### src/rsi_wilder_indicator_top_macros.svh
`ifndef RSI_WILDER_INDICATOR_TOP_MACROS_SVH
`define RSI_WILDER_INDICATOR_TOP_MACROS_SVH

// consequence holds in the same cycle as the antecedent
`define RSIW_ASSERT_NOW(label, clk, rst_n, ante, cons, msg) \
    label: assert property (@(posedge clk) disable iff (!rst_n) (ante) |-> (cons)) \
        else $error(msg);

// consequence holds in the cycle after the antecedent
`define RSIW_ASSERT_NEXT(label, clk, rst_n, ante, cons, msg) \
    label: assert property (@(posedge clk) disable iff (!rst_n) (ante) |=> (cons)) \
        else $error(msg);

`endif

### src/rsiw_pkg.sv
package rsiw_pkg;

    localparam int PERIOD_W       = 8;
    localparam int PADDR_W        = 3;
    localparam int RSI_W          = 15;
    localparam int RSI_STEPS      = RSI_W;
    localparam int RSI_CNT_W      = 4;
    localparam int RSI_TOT_LIMIT  = 48;
    localparam int DIV_DIGIT_BITS = 4;

    // 25600 = 2^14 + 2^13 + 2^10
    localparam int RSI_SH_A = 14;
    localparam int RSI_SH_B = 13;
    localparam int RSI_SH_C = 10;

    localparam logic [PERIOD_W-1:0]  PERIOD_RESET = 8'd14;
    localparam logic [PERIOD_W-1:0]  SMOOTH_MARK  = 8'hFF;
    localparam logic [RSI_W-1:0]     RSI_FULL     = 15'd25600;
    localparam logic [RSI_W-1:0]     RSI_NEUTRAL  = 15'd12800;
    localparam logic [PADDR_W-3:0]   REG_IDX_PERIOD = '0;

    typedef struct packed {
        logic [31:0] price;
        logic        series_start;
    } sample_t;

    typedef struct packed {
        logic [RSI_W-1:0] rsi_value;
        logic             warming_up;
    } result_t;

    typedef struct packed {
        logic take;
        logic diff;
        logic accum;
        logic mul;
        logic div_start;
        logic div_write;
        logic set_mark;
        logic rshift;
        logic rtot;
        logic rnum;
        logic rstep;
        logic load_out;
        logic neutral;
        logic sel_loss;
        logic warm_path;
    } cmd_t;

    typedef struct packed {
        logic have;
        logic smoothing;
        logic warm_done;
        logic div_done;
    } status_t;

endpackage

### src/rsi_wilder_indicator_top.sv
// channel   dir  handshake                 word
// cfg       in   psel/penable/pwrite       smoothing_period at byte address 0
// sample    in   sample_valid/sample_stall price, series_start
// result    out  result_valid/result_stall rsi_value, warming_up
//
// A first price and a warm-up price go straight to the output. The price that ends
// warm-up and every smoothing price also pass through the shared divider, which
// retires four quotient bits per cycle, and through the 15-step RSI division.
// Reset clears the series state and loads a smoothing period of 14.
// A stalled result holds in the output register; the next word is accepted meanwhile
// and its result waits until the register is free.
module rsi_wilder_indicator_top
    import rsiw_pkg::*;
#(
    parameter int PRICE_BITS    = 32,
    parameter int FRACTION_BITS = 16
)
(
    input  logic               clk,
    input  logic               rst_n,
    input  logic               psel,
    input  logic               penable,
    input  logic               pwrite,
    input  logic [PADDR_W-1:0] paddr,
    input  logic [31:0]        pwdata,
    output logic [31:0]        prdata,
    output logic               pready,
    input  logic               sample_valid,
    output logic               sample_stall,
    input  sample_t            sample_word,
    output logic               result_valid,
    input  logic               result_stall,
    output result_t            result_word
);

    logic [PERIOD_W-1:0] period_reg;
    logic                period_hit;
    cmd_t                cmd;
    status_t             status;

    assign period_hit = (paddr[PADDR_W-1:2] == REG_IDX_PERIOD);

    always_ff @(posedge clk or negedge rst_n)
    begin
        if (!rst_n)
        begin
            period_reg <= PERIOD_RESET;
        end
        else if (psel && penable && pwrite && period_hit)
        begin
            period_reg <= pwdata[PERIOD_W-1:0];
        end
    end

    assign pready = 1'b1;
    assign prdata = period_hit ? 32'(period_reg) : '0;

    rsiw_ctrl u_ctrl (
        .clk          (clk),
        .rst_n        (rst_n),
        .sample_valid (sample_valid),
        .sample_stall (sample_stall),
        .result_valid (result_valid),
        .result_stall (result_stall),
        .status       (status),
        .cmd          (cmd)
    );

    rsiw_dp #(
        .PRICE_BITS    (PRICE_BITS),
        .FRACTION_BITS (FRACTION_BITS)
    ) u_dp (
        .clk         (clk),
        .rst_n       (rst_n),
        .period      (period_reg),
        .sample_word (sample_word),
        .cmd         (cmd),
        .status      (status),
        .result_word (result_word)
    );

endmodule

### src/rsiw_div.sv
module rsiw_div
    import rsiw_pkg::*;
#(
    parameter int DVW = 56
)
(
    input  logic                clk,
    input  logic                rst_n,
    input  logic                start,
    input  logic [DVW-1:0]      dividend,
    input  logic [PERIOD_W-1:0] divisor,
    output logic                done,
    output logic [DVW-1:0]      quotient
);

    localparam int DVP   = ((DVW + DIV_DIGIT_BITS - 1) / DIV_DIGIT_BITS) * DIV_DIGIT_BITS;
    localparam int STEPS = DVP / DIV_DIGIT_BITS;
    localparam int CW    = (STEPS > 1) ? $clog2(STEPS) : 1;

    logic                active_reg, active_next;
    logic                done_reg, done_next;
    logic [CW-1:0]       cnt_reg, cnt_next;
    logic [DVP-1:0]      dvd_reg;
    logic [PERIOD_W-1:0] rem_reg;
    logic [PERIOD_W-1:0] divisor_reg;
    logic [DVP-1:0]      dvd_step;
    logic [PERIOD_W-1:0] rem_step;

    // four restoring steps per cycle; quotient bits shift in behind the dividend
    always_comb
    begin
        logic [PERIOD_W-1:0] r;
        logic [DVP-1:0]      d;
        logic [PERIOD_W:0]   t;
        r = rem_reg;
        d = dvd_reg;
        for (int k = 0; k < DIV_DIGIT_BITS; k++)
        begin
            t = {r, d[DVP-1]};
            d = {d[DVP-2:0], 1'b0};
            if (t >= {1'b0, divisor_reg})
            begin
                r = PERIOD_W'(t - {1'b0, divisor_reg});
                d[0] = 1'b1;
            end
            else
            begin
                r = t[PERIOD_W-1:0];
            end
        end
        rem_step = r;
        dvd_step = d;
    end

    always_comb
    begin
        active_next = active_reg;
        cnt_next    = cnt_reg;
        done_next   = 1'b0;
        if (start)
        begin
            active_next = 1'b1;
            cnt_next    = '0;
        end
        else if (active_reg)
        begin
            cnt_next = cnt_reg + 1'b1;
            if (cnt_reg == CW'(STEPS - 1))
            begin
                active_next = 1'b0;
                done_next   = 1'b1;
            end
        end
    end

    always_ff @(posedge clk or negedge rst_n)
    begin
        if (!rst_n)
        begin
            active_reg <= 1'b0;
            done_reg   <= 1'b0;
            cnt_reg    <= '0;
        end
        else
        begin
            active_reg <= active_next;
            done_reg   <= done_next;
            cnt_reg    <= cnt_next;
        end
    end

    always_ff @(posedge clk)
    begin
        if (start)
        begin
            dvd_reg     <= DVP'(dividend);
            rem_reg     <= '0;
            divisor_reg <= divisor;
        end
        else if (active_reg)
        begin
            dvd_reg <= dvd_step;
            rem_reg <= rem_step;
        end
    end

    assign done     = done_reg;
    assign quotient = dvd_reg[DVW-1:0];

endmodule

### src/rsiw_dp.sv
module rsiw_dp
    import rsiw_pkg::*;
#(
    parameter int PRICE_BITS    = 32,
    parameter int FRACTION_BITS = 16
)
(
    input  logic                clk,
    input  logic                rst_n,
    input  logic [PERIOD_W-1:0] period,
    input  sample_t             sample_word,
    input  cmd_t                cmd,
    output status_t             status,
    output result_t             result_word
);

    localparam int AW   = PRICE_BITS + FRACTION_BITS;
    localparam int DVW  = AW + PERIOD_W;
    localparam int TOTW = AW + 1;
    localparam int NUMW = TOTW + RSI_W;

    // series state
    logic [PRICE_BITS-1:0] prev_reg;
    logic                  have_reg;
    logic [PERIOD_W-1:0]   count_reg;
    logic [AW-1:0]         gain_avg_reg;
    logic [AW-1:0]         loss_avg_reg;

    // per-word working registers
    logic [PRICE_BITS-1:0] price_reg;
    logic [PRICE_BITS-1:0] gain_chg_reg;
    logic [PRICE_BITS-1:0] loss_chg_reg;
    logic [DVW-1:0]        mul_reg;
    logic [AW-1:0]         gs_reg;
    logic [AW-1:0]         ls_reg;
    logic [TOTW-1:0]       tot_reg;
    logic [NUMW-1:0]       numa_reg;
    logic [NUMW-1:0]       rem_reg;
    logic [NUMW-1:0]       dsr_reg;
    logic [RSI_W-1:0]      quo_reg;
    logic                  zero_loss_reg;
    result_t               result_reg;

    logic [PERIOD_W-1:0]   p_eff;
    logic [PERIOD_W-1:0]   pm1;
    logic [AW-1:0]         avg_sel;
    logic [PRICE_BITS-1:0] chg_sel;
    logic [DVW-1:0]        mul_full;
    logic [DVW-1:0]        div_dividend;
    logic [PERIOD_W-1:0]   div_divisor;
    logic                  div_done;
    logic [DVW-1:0]        div_quotient;
    logic [TOTW-1:0]       tot_wide;
    logic                  tot_shift;

    assign p_eff   = (period == '0) ? PERIOD_W'(1) : period;
    assign pm1     = p_eff - PERIOD_W'(1);
    assign avg_sel = cmd.sel_loss ? loss_avg_reg : gain_avg_reg;
    assign chg_sel = cmd.sel_loss ? loss_chg_reg : gain_chg_reg;
    assign mul_full = DVW'(avg_sel) * DVW'(pm1);

    // warm-up: sum * 2^F / count; smoothing: (avg*(p-1) + x*2^F) / p
    assign div_dividend = cmd.warm_path ? (DVW'(avg_sel) << FRACTION_BITS)
                                        : (mul_reg + (DVW'(chg_sel) << FRACTION_BITS));
    assign div_divisor  = cmd.warm_path ? count_reg : p_eff;

    // halve both averages once if their sum runs past 48 bits
    assign tot_wide  = TOTW'(gain_avg_reg) + TOTW'(loss_avg_reg);
    assign tot_shift = (tot_wide >> RSI_TOT_LIMIT) != '0;

    rsiw_div #(
        .DVW (DVW)
    ) u_div (
        .clk      (clk),
        .rst_n    (rst_n),
        .start    (cmd.div_start),
        .dividend (div_dividend),
        .divisor  (div_divisor),
        .done     (div_done),
        .quotient (div_quotient)
    );

    assign status.have      = have_reg;
    assign status.smoothing = (count_reg == SMOOTH_MARK);
    assign status.warm_done = ({1'b0, count_reg} + 9'd1) >= {1'b0, p_eff};
    assign status.div_done  = div_done;

    always_ff @(posedge clk or negedge rst_n)
    begin
        if (!rst_n)
        begin
            prev_reg     <= '0;
            have_reg     <= 1'b0;
            count_reg    <= '0;
            gain_avg_reg <= '0;
            loss_avg_reg <= '0;
        end
        else
        begin
            if (cmd.take && sample_word.series_start)
            begin
                prev_reg     <= '0;
                have_reg     <= 1'b0;
                count_reg    <= '0;
                gain_avg_reg <= '0;
                loss_avg_reg <= '0;
            end
            if (cmd.diff)
            begin
                prev_reg <= price_reg;
                have_reg <= 1'b1;
            end
            if (cmd.accum)
            begin
                gain_avg_reg <= gain_avg_reg + AW'(gain_chg_reg);
                loss_avg_reg <= loss_avg_reg + AW'(loss_chg_reg);
                count_reg    <= count_reg + PERIOD_W'(1);
            end
            if (cmd.div_write)
            begin
                if (cmd.sel_loss)
                begin
                    loss_avg_reg <= div_quotient[AW-1:0];
                end
                else
                begin
                    gain_avg_reg <= div_quotient[AW-1:0];
                end
            end
            if (cmd.set_mark)
            begin
                count_reg <= SMOOTH_MARK;
            end
        end
    end

    always_ff @(posedge clk)
    begin
        if (cmd.take)
        begin
            price_reg <= PRICE_BITS'(sample_word.price);
        end
        if (cmd.diff)
        begin
            if (price_reg > prev_reg)
            begin
                gain_chg_reg <= price_reg - prev_reg;
                loss_chg_reg <= '0;
            end
            else
            begin
                gain_chg_reg <= '0;
                loss_chg_reg <= prev_reg - price_reg;
            end
        end
        if (cmd.mul)
        begin
            mul_reg <= mul_full;
        end
        if (cmd.rshift)
        begin
            gs_reg <= tot_shift ? (gain_avg_reg >> 1) : gain_avg_reg;
            ls_reg <= tot_shift ? (loss_avg_reg >> 1) : loss_avg_reg;
        end
        if (cmd.rtot)
        begin
            tot_reg       <= TOTW'(gs_reg) + TOTW'(ls_reg);
            numa_reg      <= (NUMW'(gs_reg) << RSI_SH_A) + (NUMW'(gs_reg) << RSI_SH_B);
            zero_loss_reg <= (ls_reg == '0);
        end
        if (cmd.rnum)
        begin
            // gain * 25600 + total / 2, rounds half up
            rem_reg <= numa_reg + (NUMW'(gs_reg) << RSI_SH_C) + NUMW'(tot_reg >> 1);
            dsr_reg <= NUMW'(tot_reg) << (RSI_STEPS - 1);
            quo_reg <= '0;
        end
        if (cmd.rstep)
        begin
            if (rem_reg >= dsr_reg)
            begin
                rem_reg <= rem_reg - dsr_reg;
                quo_reg <= {quo_reg[RSI_W-2:0], 1'b1};
            end
            else
            begin
                quo_reg <= {quo_reg[RSI_W-2:0], 1'b0};
            end
            dsr_reg <= dsr_reg >> 1;
        end
        if (cmd.load_out)
        begin
            if (cmd.neutral)
            begin
                result_reg.rsi_value <= RSI_NEUTRAL;
            end
            else
            begin
                result_reg.rsi_value <= zero_loss_reg ? RSI_FULL : quo_reg;
            end
            result_reg.warming_up <= cmd.neutral;
        end
    end

    assign result_word = result_reg;

endmodule

### src/rsiw_ctrl.sv
`include "rsi_wilder_indicator_top_macros.svh"

module rsiw_ctrl
    import rsiw_pkg::*;
(
    input  logic    clk,
    input  logic    rst_n,
    input  logic    sample_valid,
    output logic    sample_stall,
    output logic    result_valid,
    input  logic    result_stall,
    input  status_t status,
    output cmd_t    cmd
);

    typedef enum logic [10:0] {
        S_IDLE   = 11'b000_0000_0001,
        S_DIFF   = 11'b000_0000_0010,
        S_ACCUM  = 11'b000_0000_0100,
        S_MUL    = 11'b000_0000_1000,
        S_DLOAD  = 11'b000_0001_0000,
        S_DWAIT  = 11'b000_0010_0000,
        S_RSHIFT = 11'b000_0100_0000,
        S_RTOT   = 11'b000_1000_0000,
        S_RNUM   = 11'b001_0000_0000,
        S_RDIV   = 11'b010_0000_0000,
        S_OUT    = 11'b100_0000_0000
    } state_t;

    state_t               state_reg, state_next;
    logic                 sel_loss_reg, sel_loss_next;
    logic                 warm_path_reg, warm_path_next;
    logic                 neutral_reg, neutral_next;
    logic [RSI_CNT_W-1:0] rcnt_reg, rcnt_next;
    logic                 result_valid_reg, result_valid_next;

    always_comb
    begin
        state_next        = state_reg;
        sel_loss_next     = sel_loss_reg;
        warm_path_next    = warm_path_reg;
        neutral_next      = neutral_reg;
        rcnt_next         = rcnt_reg;
        result_valid_next = result_valid_reg;
        cmd               = '0;
        cmd.sel_loss      = sel_loss_reg;
        cmd.warm_path     = warm_path_reg;
        cmd.neutral       = neutral_reg;

        // drop the word once taken
        if (result_valid_reg && !result_stall)
        begin
            result_valid_next = 1'b0;
        end

        case (state_reg)
            S_IDLE:
            begin
                if (sample_valid)
                begin
                    cmd.take     = 1'b1;
                    neutral_next = 1'b0;
                    state_next   = S_DIFF;
                end
            end
            S_DIFF:
            begin
                cmd.diff = 1'b1;
                if (!status.have)
                begin
                    neutral_next = 1'b1;
                    state_next   = S_OUT;
                end
                else if (status.smoothing)
                begin
                    warm_path_next = 1'b0;
                    sel_loss_next  = 1'b0;
                    state_next     = S_MUL;
                end
                else
                begin
                    state_next = S_ACCUM;
                end
            end
            S_ACCUM:
            begin
                cmd.accum = 1'b1;
                if (status.warm_done)
                begin
                    warm_path_next = 1'b1;
                    sel_loss_next  = 1'b0;
                    state_next     = S_DLOAD;
                end
                else
                begin
                    neutral_next = 1'b1;
                    state_next   = S_OUT;
                end
            end
            S_MUL:
            begin
                cmd.mul    = 1'b1;
                state_next = S_DLOAD;
            end
            S_DLOAD:
            begin
                cmd.div_start = 1'b1;
                state_next    = S_DWAIT;
            end
            S_DWAIT:
            begin
                if (status.div_done)
                begin
                    cmd.div_write = 1'b1;
                    if (!sel_loss_reg)
                    begin
                        sel_loss_next = 1'b1;
                        state_next    = warm_path_reg ? S_DLOAD : S_MUL;
                    end
                    else
                    begin
                        cmd.set_mark = warm_path_reg;
                        state_next   = S_RSHIFT;
                    end
                end
            end
            S_RSHIFT:
            begin
                cmd.rshift = 1'b1;
                state_next = S_RTOT;
            end
            S_RTOT:
            begin
                cmd.rtot   = 1'b1;
                state_next = S_RNUM;
            end
            S_RNUM:
            begin
                cmd.rnum   = 1'b1;
                rcnt_next  = '0;
                state_next = S_RDIV;
            end
            S_RDIV:
            begin
                cmd.rstep = 1'b1;
                if (rcnt_reg == RSI_CNT_W'(RSI_STEPS - 1))
                begin
                    rcnt_next  = '0;
                    state_next = S_OUT;
                end
                else
                begin
                    rcnt_next = rcnt_reg + 1'b1;
                end
            end
            S_OUT:
            begin
                // hold until the output register is free
                if (!result_valid_reg || !result_stall)
                begin
                    cmd.load_out      = 1'b1;
                    result_valid_next = 1'b1;
                    state_next        = S_IDLE;
                end
            end
            default:
            begin
                state_next = S_IDLE;
            end
        endcase
    end

    always_ff @(posedge clk or negedge rst_n)
    begin
        if (!rst_n)
        begin
            state_reg        <= S_IDLE;
            sel_loss_reg     <= 1'b0;
            warm_path_reg    <= 1'b0;
            neutral_reg      <= 1'b0;
            rcnt_reg         <= '0;
            result_valid_reg <= 1'b0;
        end
        else
        begin
            state_reg        <= state_next;
            sel_loss_reg     <= sel_loss_next;
            warm_path_reg    <= warm_path_next;
            neutral_reg      <= neutral_next;
            rcnt_reg         <= rcnt_next;
            result_valid_reg <= result_valid_next;
        end
    end

    assign sample_stall = (state_reg != S_IDLE);
    assign result_valid = result_valid_reg;

    `RSIW_ASSERT_NOW(a_done_in_wait, clk, rst_n, status.div_done, state_reg == S_DWAIT, "divider done outside wait state")
    `RSIW_ASSERT_NEXT(a_load_sets_valid, clk, rst_n, cmd.load_out, result_valid_reg, "loaded result not presented")
    `RSIW_ASSERT_NOW(a_mark_after_loss, clk, rst_n, cmd.set_mark, sel_loss_reg && warm_path_reg, "smoothing mark set before both averages")
    `RSIW_ASSERT_NOW(a_rcnt_range, clk, rst_n, 1'b1, rcnt_reg < RSI_CNT_W'(RSI_STEPS), "rsi step count out of range")

endmodule
### config.mk
export PLATFORM = sky130hd
export DESIGN_NAME = rsi_wilder_indicator_top
export DESIGN_NICKNAME = d
export VERILOG_FILES = /design/src/rsiw_pkg.sv /design/src/rsi_wilder_indicator_top.sv /design/src/rsiw_div.sv /design/src/rsiw_dp.sv /design/src/rsiw_ctrl.sv
export VERILOG_INCLUDE_DIRS = /design/src /design/src/src
export SDC_FILE = /design/constraint.sdc
export NUM_CORES = 2
export LEC_CHECK = 0
export BUFFER_PORTS_ARGS = -buffer_cell sky130_fd_sc_hd__buf_2
export CAP_MARGIN = 20
export CELL_PAD_IN_SITES_DETAIL_PLACEMENT = 0
export CELL_PAD_IN_SITES_GLOBAL_PLACEMENT = 1
export CORE_MARGIN = 5
export CORE_UTILIZATION = 46
export DETAILED_ROUTE_END_ITERATION = 16
export PLACE_DENSITY_LB_ADDON = 0.1
export SLEW_MARGIN = 20
export SYNTH_ARGS = -nofsm -noshare
export SYNTH_HDL_FRONTEND = slang
export SYNTH_SLANG_ARGS = --single-unit
### constraint.sdc
create_clock -name clk -period 9.9 [get_ports clk]
set_input_delay 1.98 -clock clk [delete_from_list [all_inputs] [get_ports clk]]
set_output_delay 1.98 -clock clk [all_outputs]
set_load 0.02 [all_outputs]
==> impl_metrics.yaml <==
pwr:
  power_density_nw_per_um2: 260.5
  ir_drop_uv: 431.8
  power_w: 0.01844
  p_leak_nw: 32.02
die:
  ios: 126
  start_util_pct: 46.16
  row_count: 138
  die-area_sq_um: 149300
  die_y_microns: 386.5
  die_w_microns: 386.5
  coreArea_sq_um: 141200
grt:
  grt_usage_pct: 26.25
  met1_usage_pct: 37.37
  grt_util_met3_pct: 3.243
  antenna_found_initial: 6
  grt.met2_usage_pct: 41.37
  grt_pass1_wl_microns: 308800
  overflow: 0
  grt_max_degree: 97
  top_usage_layer: "met2"
  grt_pass1_vias: 51450
sta:
  drv_slew: 0
  rsz0062_at_grt: "false"
  worst_slew_pin_slew_ns: 1.099
  tns_ns: 0
  relSlewSlack_pct: 25.97
  post-route-period-util_pct: 89.98
  hold_viol: 0
  period_minus_slack_ns: 8.908
  setup_viol: 0
  fmax_mhz: 112.3
  fin_skew_ns: 0.05093
job:
  maxCapViolCount: 0
yosys:
  ys_async_sr_fraction_pct: 22.73
  synth_edf_count: 506
  synth.distinct_cells: 105
  ys_warn_count: 0
  syn_area_sq_um: 65190
  yosysSeqAreaShare_pct: 32.05
  synth_cells: 7065
  syn_area_per_cell_sq_um: 9.227
  synth_seq_cells: 748
  synth-main-ff-cell: "edfxtp_1"
route:
  drtPass1Iterations: 6
  wl_microns: 199700
  drc: 0
  routed_via_density: 5.767
  drt_iter0_markers: 3860
  routedWlPerCell_microns: 22.16
  ant_nets: 0
  num_vias: 51960
cells_and_area:
  final_common_cell: "nand2_1"
  multi_input_area_sq_um: 41280
  largest_reg_flops: 64
  finish.utilization_pct: 50.11
  fin_area_sq_um: 70780
  nNetsFinal: 7984
  stdcell_count: 9010
  syn_to_final_growth_pct: 8.570
  mostFrequentLayoutCells: "681 x nand2_1, 640 x nor2_1, 548 x ha_1"
  drive_above_1_share_pct: 7.982
  num-fill-cells: 13490
  register_area_sq_um: 20900
clock_tree:
  clk_pin_slew_ns: 0.06
  htree_levels: 3
  cts_num_sinks: 748
  clk_latency_ns: 0.74
  root_buffer: "clkbuf_16"
  cts-hold-fix-buffers: 0
  numCtsBuffers: 94
  clk_path_buf_depth: 3
  cts_tree: "done"
  cts_setup_buffers: 0
  cts-resized-gates: 0
setup_path:
  path_common_cell: "o21ai_0"
  max_stage_delay_ns: 0.47
  cp-start-kind: "flip-flop"
  cp.required_ns: 10.53
  cp_slowest_cell: "edfxtp_1"
  worstSetupPathType: "reg2reg"
  critPathMaxFanout: 11
  cp-end-kind: "flip-flop"
  crit_arrival_ns: 9.54
placement:
  hpwl_microns: 157900
  io_buffers: 74
  gp_congestion: 0.9319
  dp.cells: 8829
  placed_cell_area_sq_um: 67510
hold_path:
  hold_path_class: "reg2reg"
run_status:
  outcome: "completed"
## worst max-delay path: cells and delay by family, from the launching register on
kind            cells  cell delay (ns)
buf+inv             4             0.43
simple gates       11             1.68
compound gates     21             4.37
fa+ha+maj           4             1.15
flops               1             0.47
mux                 2             0.66
## through the flow
stage | hold WS [ns] | worst slack [ns]
after global routing | 0.4973 | 0.05702
after CTS | 0.4812 | 0.9371
after floorplan | 0.4570 | 0.5963
after global placement | 0.4722 | 0.9869
after detailed placement | 0.4729 | 1.037
final | 0.4796 | 0.9924
## cell usage after synthesis, types with 14 or more instances
cell type / instances / area [sq um]
nand2_1: 683 / 2564
nor2_1: 643 / 2414
ha_1: 549 / 6869
a21oi_1: 517 / 2587
inv_1: 512 / 1922
edfxtp_1: 506 / 15190
o21ai_0: 414 / 2072
fa_1: 324 / 6486
a21o_1: 292 / 2192
xnor2_1: 252 / 2207
clkbuf_1: 220 / 825.8
mux2_2: 174 / 1959
dfrtp_1: 166 / 4154
nand3_1: 158 / 790.8
xor2_1: 142 / 1244
nand2b_1: 120 / 750.7
nor3_1: 112 / 560.5
nand4_1: 97 / 606.8
a211oi_1: 96 / 720.7
a31oi_1: 88 / 550.5
dfxtp_1: 72 / 1441
nor2b_1: 70 / 437.9
mux2i_1: 69 / 690.7
and2_1: 64 / 400.4
o21a_1: 64 / 480.5
and3_1: 63 / 394.1
o21bai_1: 54 / 405.4
o21ai_1: 42 / 210.2
o31ai_1: 32 / 240.2
buf_4: 30 / 225.2
o211ai_1: 30 / 225.2
buf_1: 28 / 105.1
buf_2: 26 / 130.1
or3_1: 26 / 162.7
nor4_1: 25 / 156.4
a221oi_1: 22 / 192.7
mux2_1: 19 / 214.0
a21boi_0: 16 / 120.1
or2_2: 14 / 87.58
## where the power goes
group | switching (W) | internal, W
Sequential | 0.000650 | 0.00397
Clock | 0.00151 | 0.00212
Combinational | 0.00610 | 0.00408
## metal layers
layer | wire length, microns | vias up
met4 | 8123 | 2
met2 | 89100 | 1334
met5 | 11 | -
met3 | 10440 | 292
li1 | - | 24980
met1 | 92000 | 25350
## cells by family after synthesis
logic type | Yosys count | share of synthesized area (%)
flip-flops | 748 | 32.05
multiplexers | 265 | 4.462
AO/OA/AOI/OAI | 1832 | 17.72
buffers and inverters | 821 | 4.975
AND/OR/NAND/NOR | 2130 | 15.00
XOR/XNOR | 394 | 5.293
other | 2 | 0.01152
adder cells (fa/ha/maj) | 873 | 20.49
## worst paths after layout
| path | from | end | slack, ns | cells past startpoint |
|---|---|---|---|---|
| min in group asynchronous | rst_n | u_dp.prev_reg[18] | 1.25 | 1 |
| max reg2reg | u_dp.u_div.divisor_reg[1] | u_dp.u_div.rem_reg[0] | 0.99 | 42 |
| max | u_dp.u_div.divisor_reg[1] | u_dp.u_div.rem_reg[0] | 0.99 | 42 |
| min reg2reg | u_dp.rem_reg[33] | u_dp.rem_reg[33] | 0.48 | 2 |
| min | u_dp.rem_reg[33] | u_dp.rem_reg[33] | 0.48 | 2 |
| max in group asynchronous | rst_n | u_dp.u_div.cnt_reg[0] | 7.31 | 2 |
## layout make-up
type / count / area share (%)
multi-input cells: 5519 / 58.33
inverters: 514 / 2.728
clock inverters: 50 / 0.9140
well taps: 1890 / 3.341
clock buffers: 126 / 3.665
flip-flops and latches: 748 / 29.53
diodes: 4 / 0.01414
repair buffers: 159 / 1.478
Note: power is estimated with default switching activity, not from simulation.
